$ cat src/hdl/assert_macros.svh
// Assertion macros shared by the page allocator RTL.
// Every macro samples on aclk and is disabled while aresetn is low.
`ifndef ASSERT_MACROS_SVH
`define ASSERT_MACROS_SVH

// expr must hold at every clock edge
`define ASSERT_ALWAYS(lbl, expr, msg) \
    lbl: assert property (@(posedge aclk) disable iff (!aresetn) (expr)) else $error(msg);

// cons must hold in the same cycle as ante
`define ASSERT_IMPLIES(lbl, ante, cons, msg) \
    lbl: assert property (@(posedge aclk) disable iff (!aresetn) (ante) |-> (cons)) \
        else $error(msg);

// cons must hold in the cycle after ante
`define ASSERT_NEXT(lbl, ante, cons, msg) \
    lbl: assert property (@(posedge aclk) disable iff (!aresetn) (ante) |=> (cons)) \
        else $error(msg);

`endif

$ cat src/hdl/pcpa_pkg.sv
// Shared types, codes and constants of the per-CPU page allocator.
// Used by every module of the block; depends on nothing.
package pcpa_pkg;

    localparam int ADDR_W      = 34;             // byte address width
    localparam int BASE_W      = ADDR_W + 1;     // rounded-up base may reach 2**34
    localparam int CPU_IN_W    = 3;              // requesting_cpu field width
    localparam int STATUS_W    = 2;
    localparam int IN_TDATA_W  = 40;             // cpu + address, padded to bytes
    localparam int OUT_TDATA_W = 40;             // address, padded to bytes
    localparam int CFG_IDX_W   = 2;

    localparam int PAGE_BYTES  = 4096;
    localparam int PAGE_SHIFT  = $clog2(PAGE_BYTES);

    localparam int NUM_CPUS_DEF  = 8;
    localparam int MAX_PAGES_DEF = 4096;

    localparam int QUEUE_DEPTH = 2;

    localparam logic [ADDR_W-1:0] REGION_START_RST = 34'h0_8000_0000;
    localparam logic [ADDR_W-1:0] REGION_END_RST   = 34'h0_8800_0000;

    localparam logic [CFG_IDX_W-1:0] CFG_REGION_START = 2'd0;
    localparam logic [CFG_IDX_W-1:0] CFG_REGION_END   = 2'd1;

    localparam logic CMD_ALLOC = 1'b0;
    localparam logic CMD_FREE  = 1'b1;

    typedef enum logic [STATUS_W-1:0] {
        STATUS_OK       = 2'd0,
        STATUS_EMPTY    = 2'd1,
        STATUS_BAD_FREE = 2'd2
    } status_t;

    // Class of a queued command, decided by the front end
    typedef enum logic [1:0] {
        KIND_ALLOC = 2'd0,
        KIND_FREE  = 2'd1,
        KIND_BAD   = 2'd2
    } kind_t;

    // Fold a CPU index into 0..n-1 by repeated subtraction
    function automatic logic [CPU_IN_W-1:0] cpu_wrap(input logic [CPU_IN_W-1:0] cpu,
                                                     input int unsigned n);
        logic [CPU_IN_W-1:0] c;
        c = cpu;
        for (int i = 0; i < (1 << CPU_IN_W) - 1; i++) begin
            if (32'(c) >= n) begin
                c = c - CPU_IN_W'(n);
            end
        end
        return c;
    endfunction

endpackage

$ cat src/hdl/pcpa_queue.sv
// Command queue between the front end and the list engine.
// Small register FIFO of depth pcpa_pkg::QUEUE_DEPTH; uses assert_macros.svh.
`include "assert_macros.svh"

module pcpa_queue #(
    parameter int WIDTH = 8
) (
    input  logic             aclk,
    input  logic             aresetn,
    input  logic             push,
    input  logic [WIDTH-1:0] din,
    input  logic             pop,
    output logic [WIDTH-1:0] dout,
    output logic             full,
    output logic             empty
);

    localparam int DEPTH = pcpa_pkg::QUEUE_DEPTH;
    localparam int PTR_W = (DEPTH > 1) ? $clog2(DEPTH) : 1;
    localparam int CNT_W = $clog2(DEPTH + 1);

    logic [WIDTH-1:0] entry_reg [DEPTH];
    logic [PTR_W-1:0] wr_ptr_reg, wr_ptr_next;
    logic [PTR_W-1:0] rd_ptr_reg, rd_ptr_next;
    logic [CNT_W-1:0] count_reg, count_next;

    assign full  = (count_reg == CNT_W'(DEPTH));
    assign empty = (count_reg == '0);
    assign dout  = entry_reg[rd_ptr_reg];

    always_comb begin
        wr_ptr_next = wr_ptr_reg;
        rd_ptr_next = rd_ptr_reg;
        count_next  = count_reg;
        if (push) begin
            wr_ptr_next = (wr_ptr_reg == PTR_W'(DEPTH - 1)) ? '0 : wr_ptr_reg + 1'b1;
        end
        if (pop) begin
            rd_ptr_next = (rd_ptr_reg == PTR_W'(DEPTH - 1)) ? '0 : rd_ptr_reg + 1'b1;
        end
        if (push && !pop) begin
            count_next = count_reg + 1'b1;
        end else if (pop && !push) begin
            count_next = count_reg - 1'b1;
        end
    end

    always_ff @(posedge aclk) begin
        if (!aresetn) begin
            wr_ptr_reg <= '0;
            rd_ptr_reg <= '0;
            count_reg  <= '0;
        end else begin
            wr_ptr_reg <= wr_ptr_next;
            rd_ptr_reg <= rd_ptr_next;
            count_reg  <= count_next;
        end
    end

    always_ff @(posedge aclk) begin
        if (push) begin
            entry_reg[wr_ptr_reg] <= din;
        end
    end

    `ASSERT_IMPLIES(a_no_push_full, push, !full, "queue pushed while full")
    `ASSERT_IMPLIES(a_no_pop_empty, pop, !empty, "queue popped while empty")
    `ASSERT_NEXT(a_push_fills, push && !pop, !empty, "queue empty after a push")

endmodule

$ cat config.mk
export PLATFORM = sky130hd
export DESIGN_NAME = pcpa_queue
export DESIGN_NICKNAME = d
export VERILOG_FILES = /design/src/hdl/pcpa_pkg.sv /design/src/hdl/pcpa_queue.sv
export VERILOG_INCLUDE_DIRS = /design/src /design/src/hdl
export SDC_FILE = /design/constraint.sdc
export NUM_CORES = 1
export LEC_CHECK = 0
export BUFFER_PORTS_ARGS = -buffer_cell sky130_fd_sc_hd__buf_4
export CORE_ASPECT_RATIO = 1.2
export CORE_MARGIN = 2
export CORE_UTILIZATION = 42
export CTS_BUF_LIST = sky130_fd_sc_hd__clkbuf_8 sky130_fd_sc_hd__clkbuf_16
export CTS_CLUSTER_SIZE = 14
export DETAILED_ROUTE_END_ITERATION = 7
export MAX_ROUTING_LAYER = met4
export PLACE_DENSITY = 0.64
export SLEW_MARGIN = 10
export SYNTH_ARGS = -nofsm -noshare
export SYNTH_HDL_FRONTEND = slang
export SYNTH_SLANG_ARGS = --single-unit
$ cat constraint.sdc
create_clock -name aclk -period 3.2 [get_ports aclk]
set_input_delay 0.16 -clock aclk [delete_from_list [all_inputs] [get_ports aclk]]
set_output_delay 0.16 -clock aclk [all_outputs]
set_load 0.05 [all_outputs]
==> results.ini <==
[run_status]
status=finished clean

[sta]
worst_pin_slew_ps=758
rsz0062_at_grt=false
fin_crit_ps=1520
slew-limit-headroom=0.493
layout_setup_ws_ps=1680
setup_viol=0
worst_hold_slack_ps=93.9
slew_viol_final=0
hold_violations=0
period_share=0.476
clock.fmax_ghz=0.657
fin_skew_ps=0.387
finalSetupTns_ps=0

[power_and_ir_drop]
p_switching_w=0.000162
switching_share=0.266
power.leakage_nw=0.407
ir_drop_v=0.000373
power_frac_seq=0.530
power_w=0.000610
pwr-share-clk=0.261
internal-power_w=0.000447
combPwrFrac=0.209
powerDensity_nw_per_um2=600

[floorplan]
start_util=0.439
die_area_um2=2260
io_pins=22
num_rows=17
die_x_um=43.7
core_region_area_um2=1810
die_h_um=51.6

[worst_hold_path]
min_path_type=primary input to register

[global_routing]
gr-total-overflow=0
grt_pass1_vias=412
grt_pass1_wl_um=1840
grt_start_max_net_pins=12
antenna_found_initial=0
grtUsageTotal=0.117

[synthesis]
synthTopCellsByArea=edfxtp_1 60%, dfxtp_1 13%, mux2_2 11%
syn_area_per_cell_um2=16.9
ys_warn_count=0
synth_seq_cells=21
syn_area_um2=795
netlist_instances=47
netlist.top_cell.by_area=edfxtp_1
ys_seq_area_frac=0.731
synthDistinctLibCells=16
synthesis.nets=60
netlist.area_leader.share=0.605

[critical_path]
worstPathRequired_ps=3040
end_kind=output port
crit_path_max_incr_delay_ps=540
crit_slowest_cell=dfxtp_1
crit_buf_inv=1
crit_type=register to output port
cp_max_fo=8
cpLargestDelayFamily=flip-flops
critPathLaunchType=register
arrival_ps=1360
r2r_slack_ps=1920
cp_cell_sequence=mux2_2 -> buf_4

[cells_and_area]
syn_to_final_growth_pct=27.9
final_common_cell=buf_4
nFillCells=153
antenna_cells=0
layout_common_cells=21 x buf_4, 16 x edfxtp_1, 8 x mux2_2
largest_reg_flops=16
drive_above_1_share=0.465
multiInputGateArea_um2=205
register_area_um2=581
final_nets=85
design_area_um2=1020

[routing]
ant_nets=0
vias_per_cell=4.88
drtIter0Drc=6
wl_per_cell_um=12.0
postRouteWirelength_um=1080
dr_total_vias=439
firstDrtPassIters=4
drc=0

[clocking]
clk_pin_slew_worst_paths_ps=70
cts_tree=done
cts.sinks=21
cts_resized=0
cts_buffer_depth=2
h-tree-depth=1
ctsHoldBuffers=0
cts_buffers=3
clk_latency_ps=250
post_cts_buffers=0
cts-root-buf=clkbuf_8

[place]
place_hpwl_um=797
gp_congestion=0.610
postPlaceCellArea_um2=971
port_buffers=21
post-place-ws_ps=1880

[run]
drv_cap=0

-- synth_stat cells, drive strengths merged --
master  number
or3          1
dfxtp        5
buf          1
mux2         8
o21a         1
a21boi       1
nor2b        2
o21ai        1
xor2         2
xnor2        1
edfxtp      16
and2         4
inv          1
ha           1
and2b        1
nor2         1
-- area by class of cell --
| type | count | share of cell area |
|---|---|---|
| flip-flops and latches | 21 | 0.571 |
| multi-input cells | 24 | 0.202 |
| repair buffers | 21 | 0.155 |
| clock buffers | 3 | 0.0406 |
| well taps | 19 | 0.0234 |
| clock inverters | 1 | 0.00369 |
| inverters | 1 | 0.00369 |
-- stage by stage --
step | utilization | instances
2_1_floorplan | - | 47
3_3_place_gp | 0.537 | 86
3_5_place_dp | 0.537 | 86
4_1_cts | 0.562 | 90
5_1_grt | 0.562 | 90
6_report | 0.562 | 90
-- path summary, 6_finish.rpt --
path                startpoint  depth (start not counted)               to
setup / recovery      register                          2          dout[2]
hold / removal          din[3]                          1  entry_reg[1][3]
setup reg to reg    wr_ptr_reg                          1  entry_reg[0][3]
hold reg to reg   count_reg[1]                          2     count_reg[1]
-- routing by layer --
layer	wire, um	GRT usage
met1	467	0.145
met2	545	0.172
met3	71	0.0347
met4	0	0.0606
met5	0	-
-- logic make-up after synthesis --
group                      synth area share
AOI/OAI and AO/OA                    0.0252
xor gates and xnor gates             0.0331
adders and majority gates            0.0157
buffers and inverters                0.0110
DFF                                   0.731
muxes                                 0.113
and+or+nand+nor                      0.0709
-- power groups by stage --
stage,sequential [W],combinational (W),clock [W]
6_report,0.000323,0.000128,0.000159
5_1_grt,0.000325,0.000136,0.000177
4_1_cts,0.000323,0.000129,0.000166
3_5_place_dp,0.000329,0.000128,0
3_3_place_gp,0.000329,0.000127,0
2_1_floorplan,0.000324,0.0000933,0
No activity file was read; power rests on OpenSTA's default activity.
