===== config.mk =====
export PLATFORM = sky130hd
export DESIGN_NAME = pcpa_front
export DESIGN_NICKNAME = d
export VERILOG_FILES = /design/src/hdl/assert_macros.svh /design/src/hdl/pcpa_pkg.sv /design/src/hdl/pcpa_front.sv
export SDC_FILE = /design/constraint.sdc
export NUM_CORES = 1
export LEC_CHECK = 0
export BUFFER_PORTS_ARGS = -buffer_cell sky130_fd_sc_hd__buf_2
export CAP_MARGIN = 40
export CORE_MARGIN = 3
export CORE_UTILIZATION = 39
export DETAILED_ROUTE_END_ITERATION = 6
export PLACE_DENSITY_LB_ADDON = 0.25
export SYNTH_ARGS = -nofsm -noshare
export SYNTH_HDL_FRONTEND = slang
export SYNTH_SLANG_ARGS = --single-unit

===== constraint.sdc =====
create_clock -name vclk -period 7.88
set_input_delay 1.182 -clock vclk [all_inputs]
set_output_delay 1.182 -clock vclk [all_outputs]
set_load 0.005 [all_outputs]

===== src/hdl/assert_macros.svh =====
// Assertion macros shared by the page allocator RTL.
// Every macro samples on aclk and is disabled while aresetn is low.
`ifndef ASSERT_MACROS_SVH
`define ASSERT_MACROS_SVH

// expr must hold at every clock edge
`define ASSERT_ALWAYS(lbl, expr, msg) \
    lbl: assert property (@(posedge aclk) disable iff (!aresetn) (expr)) else $error(msg);

// cons must hold in the same cycle as ante
`define ASSERT_IMPLIES(lbl, ante, cons, msg) \
    lbl: assert property (@(posedge aclk) disable iff (!aresetn) (ante) |-> (cons)) \
        else $error(msg);

// cons must hold in the cycle after ante
`define ASSERT_NEXT(lbl, ante, cons, msg) \
    lbl: assert property (@(posedge aclk) disable iff (!aresetn) (ante) |=> (cons)) \
        else $error(msg);

`endif


===== src/hdl/pcpa_pkg.sv =====
// Shared types, codes and constants of the per-CPU page allocator.
// Used by every module of the block; depends on nothing.
package pcpa_pkg;

    localparam int ADDR_W      = 34;             // byte address width
    localparam int BASE_W      = ADDR_W + 1;     // rounded-up base may reach 2**34
    localparam int CPU_IN_W    = 3;              // requesting_cpu field width
    localparam int STATUS_W    = 2;
    localparam int IN_TDATA_W  = 40;             // cpu + address, padded to bytes
    localparam int OUT_TDATA_W = 40;             // address, padded to bytes
    localparam int CFG_IDX_W   = 2;

    localparam int PAGE_BYTES  = 4096;
    localparam int PAGE_SHIFT  = $clog2(PAGE_BYTES);

    localparam int NUM_CPUS_DEF  = 8;
    localparam int MAX_PAGES_DEF = 4096;

    localparam int QUEUE_DEPTH = 2;

    localparam logic [ADDR_W-1:0] REGION_START_RST = 34'h0_8000_0000;
    localparam logic [ADDR_W-1:0] REGION_END_RST   = 34'h0_8800_0000;

    localparam logic [CFG_IDX_W-1:0] CFG_REGION_START = 2'd0;
    localparam logic [CFG_IDX_W-1:0] CFG_REGION_END   = 2'd1;

    localparam logic CMD_ALLOC = 1'b0;
    localparam logic CMD_FREE  = 1'b1;

    typedef enum logic [STATUS_W-1:0] {
        STATUS_OK       = 2'd0,
        STATUS_EMPTY    = 2'd1,
        STATUS_BAD_FREE = 2'd2
    } status_t;

    // Class of a queued command, decided by the front end
    typedef enum logic [1:0] {
        KIND_ALLOC = 2'd0,
        KIND_FREE  = 2'd1,
        KIND_BAD   = 2'd2
    } kind_t;

    // Fold a CPU index into 0..n-1 by repeated subtraction
    function automatic logic [CPU_IN_W-1:0] cpu_wrap(input logic [CPU_IN_W-1:0] cpu,
                                                     input int unsigned n);
        logic [CPU_IN_W-1:0] c;
        c = cpu;
        for (int i = 0; i < (1 << CPU_IN_W) - 1; i++) begin
            if (32'(c) >= n) begin
                c = c - CPU_IN_W'(n);
            end
        end
        return c;
    endfunction

endpackage


===== src/hdl/pcpa_front.sv =====
// Front end: accepts commands, folds the CPU index and checks free addresses.
// Pushes classified commands into the command queue; uses pcpa_pkg.
module pcpa_front #(
    parameter int NUM_CPUS  = pcpa_pkg::NUM_CPUS_DEF,
    parameter int MAX_PAGES = pcpa_pkg::MAX_PAGES_DEF
) (
    input  logic                            s_tvalid,
    output logic                            s_tready,
    input  logic                            cmd,
    input  logic [pcpa_pkg::CPU_IN_W-1:0]   requesting_cpu,
    input  logic [pcpa_pkg::ADDR_W-1:0]     page_address,
    input  logic [pcpa_pkg::ADDR_W-1:0]     region_start,
    input  logic [pcpa_pkg::ADDR_W-1:0]     region_end,
    input  logic [pcpa_pkg::BASE_W-1:0]     region_base,
    input  logic [pcpa_pkg::BASE_W-1:0]     region_limit,
    input  logic                            q_full,
    output logic                            q_push,
    output logic [((MAX_PAGES > 1) ? $clog2(MAX_PAGES) : 1)
                  + ((NUM_CPUS > 1) ? $clog2(NUM_CPUS) : 1) + 1:0] q_din
);

    localparam int CPU_W  = (NUM_CPUS > 1) ? $clog2(NUM_CPUS) : 1;
    localparam int SLOT_W = (MAX_PAGES > 1) ? $clog2(MAX_PAGES) : 1;

    logic [CPU_W-1:0]              cpu;
    logic [pcpa_pkg::BASE_W-1:0]   pa_ext;
    logic [pcpa_pkg::BASE_W-1:0]   offset;
    logic                          bad;
    logic [SLOT_W-1:0]             slot;
    pcpa_pkg::kind_t               kind;

    assign s_tready = !q_full;
    assign q_push   = s_tvalid && !q_full;

    always_comb begin
        cpu    = CPU_W'(pcpa_pkg::cpu_wrap(requesting_cpu, NUM_CPUS));
        pa_ext = {1'b0, page_address};
        offset = pa_ext - region_base;
        // region_limit is the base plus MAX_PAGES pages
        bad    = (|page_address[pcpa_pkg::PAGE_SHIFT-1:0])
              || (page_address < region_start)
              || (page_address >= region_end)
              || (pa_ext < region_base)
              || (pa_ext >= region_limit);
        slot   = offset[pcpa_pkg::PAGE_SHIFT +: SLOT_W];
        if (cmd == pcpa_pkg::CMD_FREE) begin
            kind = bad ? pcpa_pkg::KIND_BAD : pcpa_pkg::KIND_FREE;
        end else begin
            kind = pcpa_pkg::KIND_ALLOC;
        end
        q_din = {slot, cpu, kind};
    end

endmodule


==> summary.txt, run 1 <==
Outcome
  • Outcome: complete, no violations

Pwr
  • Leak: 3.22 nW
  • Pwr Density: 54.4 mW/mm²
  • Design Power: 0.268 mW
  • Peak VDD IR: 0.0263 mV

Run
  • Max-Cap Viols: 0

Clocking
  • Post-cts sizing count: 0
  • Hold buffer count at cts: 0
  • Postcts setup bufs: 0

Setup path
  • Setup Crit Path Kind: in2out
  • Startpoint types: input pin
  • Crit end category: primary output
  • Crit-path leading delay family: compound AO/OA/AOI/OAI gates
  • Slowest CP cell: a221o_1
  • Max incr delay on CP: 0.42 ns
  • Critical path peak fanout: 4
  • Worst Path Arrival: 3.71 ns
  • Worst Path Required: 6.70 ns
  • Critical-path cell list: buf_2 -> ha_1 -> a21oi_1 -> o21ai_0 -> a221o_1 -> a221o_1 -> o41ai_4 -> o41a_1 -> o31a_1 -> buf_2
  • Buf/Inv on CP: 2

Logic synthesis
  • Largest cells by area after synthesis: ha_1 44%, inv_1 14%, a21o_1 8.6%
  • Synth top area share: 0.437
  • Yosys Warn Count: 0
  • Synthesized instance count: 506
  • Cell Area, Synth: 0.00383 mm²
  • Net count after synthesis: 818
  • Top cell type by total area after synthesis: ha_1
  • Mean Syn Cell Area: 7.58 µm²
  • Post-synthesis sequential area ratio: 0
  • Synth cell types: 54

Global routing
  • GRT Overall Usage: 0.203
  • Overflow after GRT: 0
  • Number of global-route vias before repair: 4195
  • Pin count of the biggest net entering global routing: 6
  • First-pass GRT wire length: 19000 µm
  • Initial antenna violation count: 0

Timing
  • Post-route worst setup slack: 2.99 ns
  • # setup viols final: 0
  • Worst rel slew slack: 0.659
  • Period Utilization, post-route: 0.621
  • Worst slew pin tran: 0.507 ns
  • Final hold slack: 2.36 ns
  • Fmax: 204 MHz
  • Setup_tns: 0 ns
  • Hold Vio Cnt, Final: 0
  • RSZ-0062 raised after global routing: false
  • Max-slew violations: 0
  • Minimum clock period: 4.89 ns

Layout
  • Clock buffer cells: 0
  • NumNets Final: 1008
  • Commonest non-fill, non-tap cell in the layout: buf_2
  • Ant diodes: 0
  • Share of cells above drive strength 1: 0.291
  • Seq_cells: 0
  • Commonest non-fill, non-tap cells in the layout: 191 x buf_2, 139 x inv_1, 134 x ha_1, 44 x a21o_1, 36 x a21oi_1
  • Storage cell area: 0 µm²
  • Area grow syn2layout: 28.5%

Placement
  • Port Buffers: 191
  • Hpwl dp: 10900 µm
  • Worst slack at placement: 3.00 ns
  • Routability Congestion: 0.849

Floorplan
  • Initial Util: 0.407
  • Row count: 35
  • Die height: 105 µm
  • I/O pins: 197
  • Die ar.: 0.0111 mm²
  • Core outline area: 0.00942 mm²
  • Die width: 105 µm

Routing
  • Via count: 4223
  • DR pass1 iterations: 4
  • Number of remaining DRC errors: 0
  • Final WL: 11700 µm
  • Wirelength per Cell: 14.2 µm
  • Initial DRC count: 115
  • DRT antenna net count: 0
  • DR vias/cell: 5.13

Worst hold path
  • Hold crit path type: in2out
[layout make-up]
type	instances	area, µm²
fillers	936	4490
multi-input cells	364	3290
repair buffers	191	956
inverters	139	522
well taps	129	161
[metrics by stage]
stage,util,instances,instance area (µm²)
after floorplan,-,506,3830
after global placement,0.524,823,4930
after detailed placement,0.524,823,4930
after CTS,0.524,823,4930
after global routing,0.524,823,4930
final,0.524,823,4930
[final timing paths]
check	from	cells past startpoint	endpoint
max	page_address[12]	10	q_din[1]
min	requesting_cpu[1]	0	q_din[3]
[layer usage]
layer	global-route usage	share of wire	vias to the layer above
met4	0.0159	0.0083	0
li1	-	-	2184
met1	0.277	0.46	1897
met3	0.0161	0.057	6
met2	0.361	0.48	136
met5	0	0	-
[synth_stat cells (2+ instances only)]
master,n
nor4_1,2
o41ai_1,2
xnor2_1,5
a211oi_1,3
and4_1,2
nor2_1,13
nor2b_1,5
a2111o_1,3
and3_1,3
o21ai_1,2
o22ai_1,2
o21ba_2,2
buf_4,3
nand2b_1,3
a2111oi_4,2
a21o_1,44
o211ai_1,5
xor2_1,4
nand2_1,8
a221o_1,3
o21bai_1,2
ha_1,134
nand3_1,5
inv_1,139
a21oi_1,36
nor3_1,4
o21ai_0,11
nand4_1,23
o21a_1,5
and2_1,4
a221oi_1,4
[logic make-up after synthesis]
logic type | count (synthesis) | synth area share
buffers and inverters | 142 | 0.142
AOI/OAI and AO/OA | 139 | 0.273
adders and majority gates | 134 | 0.437
muxes | 1 | 0.00261
xor gates and xnor gates | 9 | 0.0206
and+or+nand+nor | 81 | 0.125
[power by group]
part | internal, mW | switching [mW] | leakage [nW]
sequential | 0 | 0 | 0
clock | 0 | 0 | 0
combinational | 0.131 | 0.138 | 3.22
total | 0.131 | 0.138 | 3.22
No activity file was read; power rests on OpenSTA's default activity.
==> run 2, diff against run 1 <==
clock period = 4.8 ns   (was 7.88 ns; I/O delays follow)
==> run 2 against run 1 <==
Sequential share of layout area stayed put. Wire length grew 0.17%. Flip-flop and latch count unchanged. Via count grew 0.19%. Final area stayed put. Critical path depth unchanged. Power rose by 64%. Largest power group unchanged. Critical endpoint unchanged. Non-clock buffer count stayed put. Worst setup slack lost 2.2 ns. Count of clock-buffer cells in the layout stayed put. Worst hold slack worse by 0.92 ns. Global-route usage up 0.14 points.
==> summary.txt, run 2 (synthesis results as in run 1) <==
Outcome
  • Outcome: complete, no violations

Routing
  • Wirelength per Cell: 14.2 µm (+0.17%)
  • Met2 wire length: 5470 µm (-2.4%)
  • M1 wire length: 5350 µm (+0.41%)
  • Via count: 4231 (+0.19%)
  • DR vias/cell: 5.14 (+0.19%)
  • Initial DRC count: 100 (-13%)
  • Final WL: 11700 µm (+0.17%)
  • DRT antenna net count: 0 (unchanged)
  • Max layer used: met4
  • DR WL met3: 676 µm (+0.90%)
  • DR pass1 iterations: 4 (unchanged)
  • Number of remaining DRC errors: 0 (unchanged)

Global routing
  • Overflow after GRT: 0 (unchanged)
  • GRT Overall Usage: 0.204 (+0.00141)
  • Number of global-route vias before repair: 4287 (+2.2%)
  • First-pass GRT wire length: 19200 µm (+1.1%)
  • Pin count of the biggest net entering global routing: 6 (unchanged)
  • Initial antenna violation count: 0 (unchanged)

Floorplan
  • Die width: 105 µm (unchanged)
  • Die ar.: 0.0111 mm² (unchanged)
  • Row count: 35 (unchanged)
  • Die height: 105 µm (unchanged)
  • Core outline area: 0.00942 mm² (unchanged)
  • I/O pins: 197 (unchanged)
  • Initial Util: 0.407 (unchanged)

Setup path
  • Setup Crit Path Kind: in2out
  • Max incr delay on CP: 0.42 ns (about the same)
  • Buf/Inv on CP: 2 (unchanged)
  • Worst Path Required: 4.08 ns (-2.62 ns)
  • Worst Path Arrival: 3.26 ns (-0.45 ns)
  • Startpoint types: input pin
  • Slowest CP cell: a221o_1
  • Crit end category: primary output
  • Crit-path leading delay family: compound AO/OA/AOI/OAI gates
  • Critical-path cell list: buf_2 -> ha_1 -> a21oi_1 -> o21ai_0 -> a221o_1 -> a221o_1 -> o41ai_4 -> o41a_1 -> o31a_1 -> buf_2
  • Critical path peak fanout: 4 (unchanged)

Timing
  • Minimum clock period: 3.98 ns
  • Period Utilization, post-route: 0.829
  • Hold Vio Cnt, Final: 0 (unchanged)
  • Worst rel slew slack: 0.639 (-0.0198)
  • Max-slew violations: 0 (unchanged)
  • Fmax: 251 MHz
  • Worst slew pin tran: 0.537 ns (+0.0294 ns)
  • Post-route worst setup slack: 0.822 ns (-2.16 ns)
  • RSZ-0062 raised after global routing: false
  • # setup viols final: 0 (unchanged)
  • Setup_tns: 0 ns (unchanged)

Clocking
  • Postcts setup bufs: 0 (unchanged)
  • Hold buffer count at cts: 0 (unchanged)
  • Post-cts sizing count: 0 (unchanged)

Layout
  • Fin util: 0.524 (unchanged)
  • NumNets Final: 1008 (unchanged)
  • Commonest non-fill, non-tap cells in the layout: 191 x buf_2, 139 x inv_1, 134 x ha_1, 44 x a21o_1, 36 x a21oi_1
  • Share of cells above drive strength 1: 0.291 (unchanged)
  • Ant diodes: 0 (unchanged)
  • Seq_cells: 0 (unchanged)
  • Storage cell area: 0 µm² (unchanged)
  • Area of the multi-input gates: 0.00329 mm² (unchanged)
  • Commonest non-fill, non-tap cell in the layout: buf_2
  • Fillers: 946 (+1.1%)
  • Non-Filler Instances: 823 (unchanged)
  • Clock buffer cells: 0 (unchanged)
  • Area grow syn2layout: 28.5% (unchanged)

Pwr
  • Peak VDD IR: 0.0430 mV (+63%)
  • Sw Ratio: 0.512 (about the same)
  • Power Internal: 0.215 mW (+64%)
  • Sequential share of power: 0 (unchanged)
  • Clock power frac: 0 (unchanged)
  • Pwr Density: 89.4 mW/mm² (+64%)
  • NetSw: 0.226 mW (+64%)
  • Leak: 3.22 nW (unchanged)
  • Combinational share of power: 1.000 (about the same)

Placement
  • Routability Congestion: 0.849 (unchanged)
  • Hpwl dp: 10900 µm (+0.22%)
  • Port Buffers: 191 (unchanged)
  • Inst Count DP: 823 (unchanged)
  • Worst slack at placement: 0.824 ns (-2.17 ns)

Worst hold path
  • Hold path start: requesting_cpu[1]
  • Hold crit path type: in2out
  • Worst Hold Path EP: q_din[3]
  • Hold depth: 0 (unchanged)

Run
  • Max-Cap Viols: 0 (unchanged)
-- run 2: worst max path at each step --
stage	slack, ns	startpoint	cells after the start	endpoint
final	0.82	page_address[12]	10	q_din[1]
after global routing	0.66	page_address[12]	10	q_din[1]
after CTS	0.83	page_address[12]	10	q_din[1]
after detailed placement	0.82	page_address[12]	10	q_din[1]
after global placement	0.93	page_address[12]	10	q_din[1]
after floorplan	1.33	region_base[12]	9	q_din[1]
-- run 2: metrics by stage --
step / power (mW) / cell area, µm² / hold slack, ns
6_report: 0.441 / 4930 / 1.44
5_1_grt: 0.506 / 4930 / 1.44
3_3_place_gp: 0.427 / 4930 / 1.44
4_1_cts: 0.445 / 4930 / 1.44
3_5_place_dp: 0.441 / 4930 / 1.44
2_1_floorplan: 0.260 / 3830 / 1.47
-- run 2: final cells by class --
cell class | count | share of cell area
tap | 129 | 0.0327
timing repair buffer | 191 | 0.194
multi-input combinational | 364 | 0.668
inverter | 139 | 0.106
-- run 2: layer usage --
metal	vias up	GRT usage
met4	0	0.0384
li1	2178	-
met3	16	0.0198
met5	-	0
met1	1893	0.271
met2	144	0.359
-- run 2: power groups by stage --
| stage | sequential (mW) | clock, mW | combinational [mW] |
|---|---|---|---|
| floorplan | 0 | 0 | 0.260 |
| global placement | 0 | 0 | 0.427 |
| detailed placement | 0 | 0 | 0.441 |
| CTS | 0 | 0 | 0.445 |
| global route | 0 | 0 | 0.506 |
| finish | 0 | 0 | 0.441 |
